## config.mk

```make
export PLATFORM = sky130hd
export DESIGN_NAME = pid_controller_multimode
export DESIGN_NICKNAME = d
export VERILOG_FILES = /design/src/design/pcm_pkg.sv /design/src/design/pcm_seq.sv /design/src/design/pid_controller_multimode.sv
export SDC_FILE = /design/constraint.sdc
export NUM_CORES = 2
export LEC_CHECK = 0
export BUFFER_PORTS_ARGS = -buffer_cell sky130_fd_sc_hd__buf_2
export CAP_MARGIN = 20
export CORE_AREA = 3 3 468 470
export CTS_BUF_LIST = sky130_fd_sc_hd__clkbuf_2 sky130_fd_sc_hd__clkbuf_4 sky130_fd_sc_hd__clkbuf_8
export CTS_CLUSTER_SIZE = 12
export DETAILED_ROUTE_END_ITERATION = 7
export DIE_AREA = 0 0 471 473
export SLEW_MARGIN = 20
export SYNTH_ARGS = -nofsm -noshare
export SYNTH_HDL_FRONTEND = slang
export SYNTH_HIERARCHICAL = 1
export SYNTH_SLANG_ARGS = --single-unit
```

## constraint.sdc

```tcl
create_clock -name clk -period 30.4 [get_ports clk]
set_clock_uncertainty 0.15 [all_clocks]
set_input_delay 4.56 -clock clk [delete_from_list [all_inputs] [get_ports clk]]
set_output_delay 4.56 -clock clk [all_outputs]
set_load 0.005 [all_outputs]
```

## src/design/pcm_pkg.sv

```systemverilog
// Shared definitions for the multimode PID controller: register indexes, mode codes,
// microcode control word layout and the microprogram itself.
// Used by pcm_seq and pid_controller_multimode; depends on nothing else.
`timescale 1ns / 1ps

package pcm_pkg;

	// Fixed-point format and clamp bounds.
	localparam int FRAC_BITS = 16;
	localparam logic signed [32:0] WINDUP_HIGH = 33'sd2147483647;
	localparam logic signed [32:0] WINDUP_LOW = -33'sd2147483647;
	localparam logic [47:0] SAT48 = 48'h7FFF_FFFF_FFFF;

	// Configuration register indexes.
	localparam logic [2:0] REG_MODE = 3'd0;
	localparam logic [2:0] REG_GAIN_P = 3'd1;
	localparam logic [2:0] REG_GAIN_I = 3'd2;
	localparam logic [2:0] REG_GAIN_D = 3'd3;
	localparam logic [2:0] REG_INTEG_LIMIT = 3'd4;
	localparam logic [2:0] REG_OUT_LIMIT = 3'd5;
	localparam logic [2:0] REG_SEP_BAND = 3'd6;
	localparam logic [2:0] REG_DERIV_ALPHA = 3'd7;

	// Controller variants.
	localparam logic [2:0] MODE_PLAIN = 3'd0;
	localparam logic [2:0] MODE_SEPARATE = 3'd1;
	localparam logic [2:0] MODE_ANTIWINDUP = 3'd2;
	localparam logic [2:0] MODE_TRAPEZOID = 3'd3;
	localparam logic [2:0] MODE_FILTERED = 3'd4;

	// Multiplier operand A selects.
	localparam logic [1:0] A_GAIN_P = 2'd0;
	localparam logic [1:0] A_GAIN_I = 2'd1;
	localparam logic [1:0] A_GAIN_D = 2'd2;
	localparam logic [1:0] A_ALPHA = 2'd3;

	// Multiplier operand B selects.
	localparam logic [2:0] B_ERR = 3'd0;
	localparam logic [2:0] B_DIFF = 3'd1;
	localparam logic [2:0] B_IERR = 3'd2;
	localparam logic [2:0] B_RAW_LO = 3'd3;
	localparam logic [2:0] B_RAW_HI = 3'd4;
	localparam logic [2:0] B_PD_LO = 3'd5;
	localparam logic [2:0] B_PD_HI = 3'd6;

	// Datapath operations.
	localparam logic [3:0] OP_NOP = 4'd0;
	localparam logic [3:0] OP_LOAD_P = 4'd1;
	localparam logic [3:0] OP_LOAD_D = 4'd2;
	localparam logic [3:0] OP_ISUM = 4'd3;
	localparam logic [3:0] OP_RAW = 4'd4;
	localparam logic [3:0] OP_T_LOAD = 4'd5;
	localparam logic [3:0] OP_T_ACC = 4'd6;
	localparam logic [3:0] OP_T_SUB = 4'd7;
	localparam logic [3:0] OP_F_SHIFT = 4'd8;
	localparam logic [3:0] OP_F_DONE = 4'd9;
	localparam logic [3:0] OP_INTEG = 4'd10;
	localparam logic [3:0] OP_TOTAL = 4'd11;
	localparam logic [3:0] OP_OUT = 4'd12;

	localparam int NUM_STEPS = 14;
	localparam int PC_W = $clog2(NUM_STEPS);
	localparam logic [PC_W-1:0] STEP_INTEG = PC_W'(11);

	typedef struct packed {
		logic [1:0] a_sel;
		logic [2:0] b_sel;
		logic [3:0] op;
		logic skip;               // jump to target unless the filtered mode is on
		logic [PC_W-1:0] target;
		logic last;
	} ctrl_t;

	function automatic ctrl_t uword(input logic [1:0] a, input logic [2:0] b,
			input logic [3:0] op, input logic skip, input logic last);
		ctrl_t w;
		w.a_sel = a;
		w.b_sel = b;
		w.op = op;
		w.skip = skip;
		w.target = STEP_INTEG;
		w.last = last;
		return w;
	endfunction

	// The microprogram. A multiply issued in one step shows up in the product
	// register during the next step.
	function automatic ctrl_t ucode(input logic [PC_W-1:0] pc);
		ctrl_t w;
		case (pc)
			PC_W'(0): w = uword(A_GAIN_P, B_ERR, OP_NOP, 1'b0, 1'b0);
			PC_W'(1): w = uword(A_GAIN_D, B_DIFF, OP_LOAD_P, 1'b0, 1'b0);
			PC_W'(2): w = uword(A_GAIN_I, B_IERR, OP_LOAD_D, 1'b0, 1'b0);
			PC_W'(3): w = uword(A_GAIN_P, B_ERR, OP_ISUM, 1'b1, 1'b0);
			PC_W'(4): w = uword(A_GAIN_P, B_ERR, OP_RAW, 1'b0, 1'b0);
			PC_W'(5): w = uword(A_ALPHA, B_RAW_LO, OP_NOP, 1'b0, 1'b0);
			PC_W'(6): w = uword(A_ALPHA, B_RAW_HI, OP_T_LOAD, 1'b0, 1'b0);
			PC_W'(7): w = uword(A_ALPHA, B_PD_LO, OP_T_ACC, 1'b0, 1'b0);
			PC_W'(8): w = uword(A_ALPHA, B_PD_HI, OP_T_SUB, 1'b0, 1'b0);
			PC_W'(9): w = uword(A_GAIN_P, B_ERR, OP_F_SHIFT, 1'b0, 1'b0);
			PC_W'(10): w = uword(A_GAIN_P, B_ERR, OP_F_DONE, 1'b0, 1'b0);
			PC_W'(11): w = uword(A_GAIN_P, B_ERR, OP_INTEG, 1'b0, 1'b0);
			PC_W'(12): w = uword(A_GAIN_P, B_ERR, OP_TOTAL, 1'b0, 1'b0);
			PC_W'(13): w = uword(A_GAIN_P, B_ERR, OP_OUT, 1'b0, 1'b1);
			default: w = uword(A_GAIN_P, B_ERR, OP_NOP, 1'b0, 1'b1);
		endcase
		return w;
	endfunction

endpackage

```

## src/design/pcm_seq.sv

```systemverilog
// Microcode sequencer for the PID controller: step counter, program ROM and the
// skip jump around the derivative filter. Depends on pcm_pkg.
`timescale 1ns / 1ps

module pcm_seq (
	input logic clk,
	input logic arst_n,
	input logic start,
	input logic filt,
	input logic hold,
	output logic busy,
	output logic active,
	output pcm_pkg::ctrl_t ctrl
);
	import pcm_pkg::*;

	logic [PC_W-1:0] pc_q;
	logic busy_q;

	assign ctrl = ucode(pc_q);
	assign busy = busy_q;
	// The last step waits while the output register still holds a result.
	assign active = busy_q && !(ctrl.last && hold);

	always_ff @(posedge clk or negedge arst_n) begin
		if (!arst_n) begin
			pc_q <= '0;
			busy_q <= 1'b0;
		end else if (start) begin
			pc_q <= '0;
			busy_q <= 1'b1;
		end else if (active) begin
			if (ctrl.last) begin
				busy_q <= 1'b0;
			end else if (ctrl.skip && !filt) begin
				pc_q <= ctrl.target;
			end else begin
				pc_q <= pc_q + PC_W'(1);
			end
		end
	end

endmodule

```

## src/design/pid_controller_multimode.sv

```systemverilog
// Top level of the multimode positional PID controller: configuration registers,
// shared multiplier datapath and output register. Depends on pcm_pkg and pcm_seq.
`timescale 1ns / 1ps

// Usage. Configuration registers are written over the cfg channel (cfg_index selects
// mode, gain_p, gain_i, gain_d, integ_limit, out_limit, sep_band, deriv_alpha in that
// order); cfg_ready is always high, and writes belong in periods when no request is
// in flight. Each request on the s_axis channel carries a setpoint and a measurement;
// each produces exactly one result on m_axis: the clamped drive value in tdata and
// the clamp flag in tuser.
// Timing. A microprogram runs each request through one shared 33x27 multiplier, one
// step per cycle except that the final step waits while the output register is full.
// Modes 0 to 3 take 7 steps after the accepting edge; the filtered derivative mode
// takes 14, because its two Q0.16 products are split into four partial products on
// the same multiplier. A new request is accepted the cycle after the previous result
// has been loaded into the output register.
// Stalls. The output register holds a result until m_axis_tready takes it; the next
// request can be accepted and worked on meanwhile, and only its final step waits.
// Reset. arst_n clears the controller state (previous error, integrator, filtered
// derivative, previous output) to zero, loads the register reset values, and
// empties the output register.
module pid_controller_multimode (
	input logic clk,
	input logic arst_n,
	input logic s_axis_tvalid,
	output logic s_axis_tready,
	input logic [47:0] s_axis_tdata,    // [23:0] setpoint, [47:24] measured
	output logic m_axis_tvalid,
	input logic m_axis_tready,
	output logic [31:0] m_axis_tdata,   // [31:0] drive
	output logic [0:0] m_axis_tuser,    // [0] clamped
	input logic cfg_valid,
	output logic cfg_ready,
	input logic [2:0] cfg_index,
	input logic [31:0] cfg_data
);
	import pcm_pkg::*;

	// Configuration registers.
	logic [2:0] mode_q;
	logic [31:0] gain_p_q, gain_i_q, gain_d_q;
	logic [30:0] integ_limit_q, out_limit_q;
	logic [23:0] sep_band_q;
	logic [15:0] deriv_alpha_q;

	// Controller state.
	logic signed [24:0] prev_error_q;
	logic signed [47:0] integ_q;
	logic signed [47:0] prev_deriv_q;
	logic signed [31:0] prev_out_q;

	// Working registers for one request.
	logic signed [24:0] e_q;
	logic signed [25:0] diff_q, esum_q;
	logic signed [59:0] prod_q;
	logic signed [59:0] p_q, dterm_q;
	logic signed [60:0] isum_q;
	logic signed [47:0] raw_q;
	logic signed [65:0] t_q, u_q;
	logic signed [61:0] total_q;
	logic use_i_q;

	// Output register.
	logic m_valid_q;
	logic [31:0] drive_q;
	logic clamped_q;

	logic start, busy, active;
	ctrl_t ctrl;
	logic signed [24:0] e_in;
	logic signed [32:0] mul_a;
	logic signed [26:0] mul_b;
	logic signed [59:0] inc;
	logic [63:0] ilim_wide;
	logic [47:0] ilim, isat_lim;
	logic [24:0] e_abs;
	logic go;
	logic signed [45:0] y;
	logic signed [45:0] ylim;

	function automatic logic signed [47:0] sat_to(input logic signed [65:0] x,
			input logic [47:0] lim);
		logic signed [65:0] l;
		l = $signed({18'd0, lim});
		if (x > l) begin
			return $signed(lim);
		end else if (x < -l) begin
			return -$signed(lim);
		end
		return x[47:0];
	endfunction

	function automatic logic signed [45:0] drive_next(input logic signed [45:0] v,
			input logic signed [45:0] lim);
		if (v > lim) begin
			return lim;
		end else if (v < -lim) begin
			return -lim;
		end
		return v;
	endfunction

	assign cfg_ready = 1'b1;
	assign s_axis_tready = !busy;
	assign start = s_axis_tvalid && !busy;
	assign m_axis_tvalid = m_valid_q;
	assign m_axis_tdata = drive_q;
	assign m_axis_tuser = clamped_q;

	pcm_seq u_seq (
		.clk(clk),
		.arst_n(arst_n),
		.start(start),
		.filt(mode_q == MODE_FILTERED),
		.hold(m_valid_q && !m_axis_tready),
		.busy(busy),
		.active(active),
		.ctrl(ctrl)
	);

	always_ff @(posedge clk or negedge arst_n) begin
		if (!arst_n) begin
			mode_q <= MODE_PLAIN;
			gain_p_q <= '0;
			gain_i_q <= '0;
			gain_d_q <= '0;
			integ_limit_q <= '1;
			out_limit_q <= '1;
			sep_band_q <= '0;
			deriv_alpha_q <= '0;
		end else if (cfg_valid) begin
			case (cfg_index)
				REG_MODE: mode_q <= cfg_data[2:0];
				REG_GAIN_P: gain_p_q <= cfg_data;
				REG_GAIN_I: gain_i_q <= cfg_data;
				REG_GAIN_D: gain_d_q <= cfg_data;
				REG_INTEG_LIMIT: integ_limit_q <= cfg_data[30:0];
				REG_OUT_LIMIT: out_limit_q <= cfg_data[30:0];
				REG_SEP_BAND: sep_band_q <= cfg_data[23:0];
				REG_DERIV_ALPHA: deriv_alpha_q <= cfg_data[15:0];
				default: ;
			endcase
		end
	end

	// Error and its neighbors are formed as the request is accepted.
	assign e_in = 25'($signed(s_axis_tdata[23:0])) - 25'($signed(s_axis_tdata[47:24]));

	always_comb begin
		case (ctrl.a_sel)
			A_GAIN_P: mul_a = $signed({1'b0, gain_p_q});
			A_GAIN_I: mul_a = $signed({1'b0, gain_i_q});
			A_GAIN_D: mul_a = $signed({1'b0, gain_d_q});
			A_ALPHA: mul_a = $signed({17'd0, deriv_alpha_q});
			default: mul_a = '0;
		endcase
		case (ctrl.b_sel)
			B_ERR: mul_b = 27'(e_q);
			B_DIFF: mul_b = 27'(diff_q);
			B_IERR: mul_b = (mode_q == MODE_TRAPEZOID) ? 27'(esum_q) : 27'(e_q);
			B_RAW_LO: mul_b = $signed({3'd0, raw_q[23:0]});
			B_RAW_HI: mul_b = 27'($signed(raw_q[47:24]));
			B_PD_LO: mul_b = $signed({3'd0, prev_deriv_q[23:0]});
			B_PD_HI: mul_b = 27'($signed(prev_deriv_q[47:24]));
			default: mul_b = '0;
		endcase
	end

	// Integrator increment, bound and the gate that decides whether it moves, plus the scaled output and its limit.
	always_comb begin
		inc = (mode_q == MODE_TRAPEZOID) ? (prod_q >>> 1) : prod_q;
		ilim_wide = 64'(integ_limit_q) << FRAC_BITS;
		ilim = (ilim_wide > 64'(SAT48)) ? SAT48 : ilim_wide[47:0];
		isat_lim = (mode_q == MODE_ANTIWINDUP) ? SAT48 : ilim;
		e_abs = e_q[24] ? 25'(-e_q) : 25'(e_q);
		go = 1'b1;
		if (mode_q == MODE_SEPARATE) begin
			go = e_abs <= 25'(sep_band_q);
		end else if (mode_q == MODE_ANTIWINDUP) begin
			if (33'(prev_out_q) > WINDUP_HIGH) begin
				go = e_q <= 25'sd0;
			end else if (33'(prev_out_q) < WINDUP_LOW) begin
				go = e_q > 25'sd0;
			end
		end
		y = 46'(total_q >>> FRAC_BITS);
		ylim = $signed({15'd0, out_limit_q});
	end

	always_ff @(posedge clk or negedge arst_n) begin
		if (!arst_n) begin
			prev_error_q <= '0;
			integ_q <= '0;
			prev_deriv_q <= '0;
			prev_out_q <= '0;
			m_valid_q <= 1'b0;
			use_i_q <= 1'b1;
		end else begin
			if (m_valid_q && m_axis_tready) begin
				m_valid_q <= 1'b0;
			end
			if (active) begin
				case (ctrl.op)
					OP_INTEG: begin
						if (go) begin
							integ_q <= sat_to(66'(isum_q), isat_lim);
						end
						use_i_q <= (mode_q != MODE_SEPARATE) || go;
					end
					OP_OUT: begin
						m_valid_q <= 1'b1;
						prev_error_q <= e_q;
						prev_out_q <= 32'(drive_next(y, ylim));
						if (mode_q == MODE_FILTERED) begin
							prev_deriv_q <= dterm_q[47:0];
						end
					end
					default: ;
				endcase
			end
		end
	end

	// Datapath registers without reset.
	always_ff @(posedge clk) begin
		if (start) begin
			e_q <= e_in;
			diff_q <= 26'(e_in) - 26'(prev_error_q);
			esum_q <= 26'(e_in) + 26'(prev_error_q);
		end
		prod_q <= 60'(mul_a) * 60'(mul_b);
		if (active) begin
			case (ctrl.op)
				OP_LOAD_P: p_q <= prod_q;
				OP_LOAD_D: dterm_q <= prod_q;
				OP_ISUM: isum_q <= 61'(integ_q) + 61'(inc);
				OP_RAW: raw_q <= sat_to(66'(dterm_q), SAT48);
				OP_T_LOAD: t_q <= 66'(prod_q);
				OP_T_ACC: t_q <= t_q + (66'(prod_q) <<< 24);
				OP_T_SUB: begin
					// t now holds raw*(65536 - alpha).
					t_q <= (66'(raw_q) <<< 16) - t_q;
					u_q <= 66'(prod_q);
				end
				OP_F_SHIFT: begin
					u_q <= u_q + (66'(prod_q) <<< 24);
					t_q <= t_q >>> 16;
				end
				OP_F_DONE: dterm_q <= 60'(sat_to(t_q + (u_q >>> 16), SAT48));
				OP_TOTAL: total_q <= 62'(p_q) + 62'(dterm_q)
						+ (use_i_q ? 62'(integ_q) : 62'sd0);
				OP_OUT: begin
					drive_q <= 32'(drive_next(y, ylim));
					clamped_q <= (y > ylim) || (y < -ylim);
				end
				default: ;
			endcase
		end
	end

endmodule
```

==> results.sh <==
export IMPL_multi_input_area_um2=61100
export IMPL_r2r_start="u_seq/pc_q[1]$_DFFE_PN0P_"
export IMPL_core_region_area_um2=215000
export IMPL_status="finished, final reports clean"
export IMPL_clock_latency_ns=0.95
export IMPL_clock_path_buffers=3
export IMPL_start_kind="flip-flop"
export IMPL_syn_nets=11500
export IMPL_drt_iter0_drc=7413
export IMPL_drc_errors=0
export IMPL_io_pins=124
export IMPL_cts_resized=0
export IMPL_setup_tns_ns=0
export IMPL_hold_viol_final=0
export IMPL_grt_pass1_vias=76000
export IMPL_nFillCells=20400
export IMPL_grt_overflow_total=0
export IMPL_vias=76100
export IMPL_whs_endpoint="prev_out_q[31]$_DFFE_PN0P_"
export IMPL_critPathArrivalTime_ns=12.43
export IMPL_grtUsageTotal_pct=31.2
export IMPL_max_cap_violations=0
export IMPL_yosysWarnings=6
export IMPL_die_y_um=473
export IMPL_hold_class="flip-flop to flip-flop"
export IMPL_hold_depth=2
export IMPL_syn_inst=9789
export IMPL_avgViaCountPerCell=5.90
export IMPL_numCtsBuffers=168
export IMPL_drtPass1Iterations=6
export IMPL_die_area_um2=223000
export IMPL_clkTransAtPathRegs_ns=0.06
export IMPL_maxSlewViolCount=0
export IMPL_ant_nets=0
export IMPL_crit_fanout=54
export IMPL_fin_crit_sh_pct=38.8
export IMPL_r2r_end="prod_q[59]$_DFF_P_"
export IMPL_initial_core_util_pct=42.9
export IMPL_cts_hold_buf=0
export IMPL_min_from="prev_out_q[31]$_DFFE_PN0P_"
export IMPL_cts_setup_buffers=0
export IMPL_antenna_found_initial=35
export IMPL_cts_tree="yes"
export IMPL_rows=170
export IMPL_fmax_mhz=84.8
export IMPL_port_buffers=122
export IMPL_grt_max_degree=136
export IMPL_synth_area_um2=92100
export IMPL_finalSetupViolCount=0
export IMPL_cpMaxStageDelayCell="a211oi_4"
export IMPL_cp_end_kind="flip-flop"
export IMPL_syn_avg_cell_area_um2=9.41
export IMPL_post_drt_wl_per_cell_um=27.2
export IMPL_wirelength_um=351000
export IMPL_r2r_setup_slack_ns=18.61
export IMPL_hpwlAfterDp_um=265000
export IMPL_clock_sinks=921
export IMPL_cts_htree_levels=4
export IMPL_layout_nets=11600
export IMPL_path_class="flip-flop to flip-flop"
export IMPL_area_growth_pct=9.09
export IMPL_grt_setup_unrepaired="no"
export IMPL_grt_pass1_wl_um=511000
export IMPL_max_slew_worst_pin_slew_ns=1.19
export IMPL_drive_gt1_share_pct=11.9
export IMPL_gp_congestion=0.980
export IMPL_cp_common_cell="fa_1"
export IMPL_ff_latch_area_um2=25300
export IMPL_required_ns=31.04
export IMPL_slew_headroom_pct=20.7
export IMPL_reg2reg_depth=39
export IMPL_clockRootBuffer="clkbuf_8"
export IMPL_fp_dieW_um=471
export IMPL_critical_path_max_stage_delay_ns=0.84
export IMPL_fin_crit_ns=11.79
state kept, by name, indices dropped and copies added (netlist names), 48 cells and up:
| name | count |
|---|---|
| dterm_q | 60 |
| integ_q | 48 |
| isum_q | 61 |
| p_q | 60 |
| prev_deriv_q | 48 |
| prod_q | 60 |
| raw_q | 48 |
| t_q | 66 |
| u_q | 50 |
placed cells by master (no fill, tap or decap), types with 307 or more instances in the layout:
cell type	count
a21oi_1	511
edfxtp_1	500
fa_1	815
ha_1	832
inv_1	1205
mux2_2	341
nand2_1	1107
nor2_1	741
o21ai_0	380
xnor2_1	307
worst max-delay path: cells and delay by family (launching register included):
family / cells / cell delay, ns
AO/OA/AOI/OAI: 15 / 4.18
XOR/XNOR: 1 / 0.10
adder cells (fa/ha/maj): 9 / 4.31
buffers and inverters: 8 / 1.68
flip-flops: 1 / 0.48
AND/OR/NAND/NOR: 6 / 0.69
layout make-up:
cell class,instances,share of cell area [%]
diodes,36,0.0896
clock buffers,247,3.03
clock inverters,70,0.656
inverters,1209,4.52
multi-input cells,7261,60.8
flip-flops and latches,921,25.2
well taps,2838,3.53
repair buffers,323,2.14
worst max path at each step:
stage | from | endpoint | slack (ns)
after floorplan | u_seq/pc_q[0]$_DFFE_PN0P_ | prod_q[58]$_DFF_P_ | 20.09
after global placement | u_seq/pc_q[1]$_DFFE_PN0P_ | prod_q[59]$_DFF_P_ | 18.90
after detailed placement | u_seq/pc_q[1]$_DFFE_PN0P_ | prod_q[58]$_DFF_P_ | 18.83
after CTS | u_seq/pc_q[1]$_DFFE_PN0P_ | prod_q[58]$_DFF_P_ | 18.78
after global routing | u_seq/pc_q[1]$_DFFE_PN0P_ | prod_q[58]$_DFF_P_ | 17.98
final | u_seq/pc_q[1]$_DFFE_PN0P_ | prod_q[59]$_DFF_P_ | 18.61
through the flow:
stage | area, um^2 | utilization [%] | hold WS (ns) | cells | worst slack, ns
after floorplan | 92100 | - | 0.256 | 9789 | 20.09
after global placement | 96700 | 45.0 | 0.313 | 12600 | 18.90
after detailed placement | 96700 | 45.0 | 0.318 | 12600 | 18.83
after CTS | 100000 | 46.7 | 0.331 | 12900 | 18.78
after global routing | 100000 | 46.8 | 0.362 | 12900 | 17.98
final | 101000 | 46.8 | 0.335 | 12900 | 18.61
layer usage:
layer / GRT usage [%] / wire length (um)
met1: 40.5 / 141000
met2: 47.5 / 153000
met3: 7.98 / 34500
met4: 17.3 / 22300
met5: 0 / 57
Power is left out: the tool's default activity adds up to more than one toggle a clock period on the data nets, which glitch-free logic cannot reach.
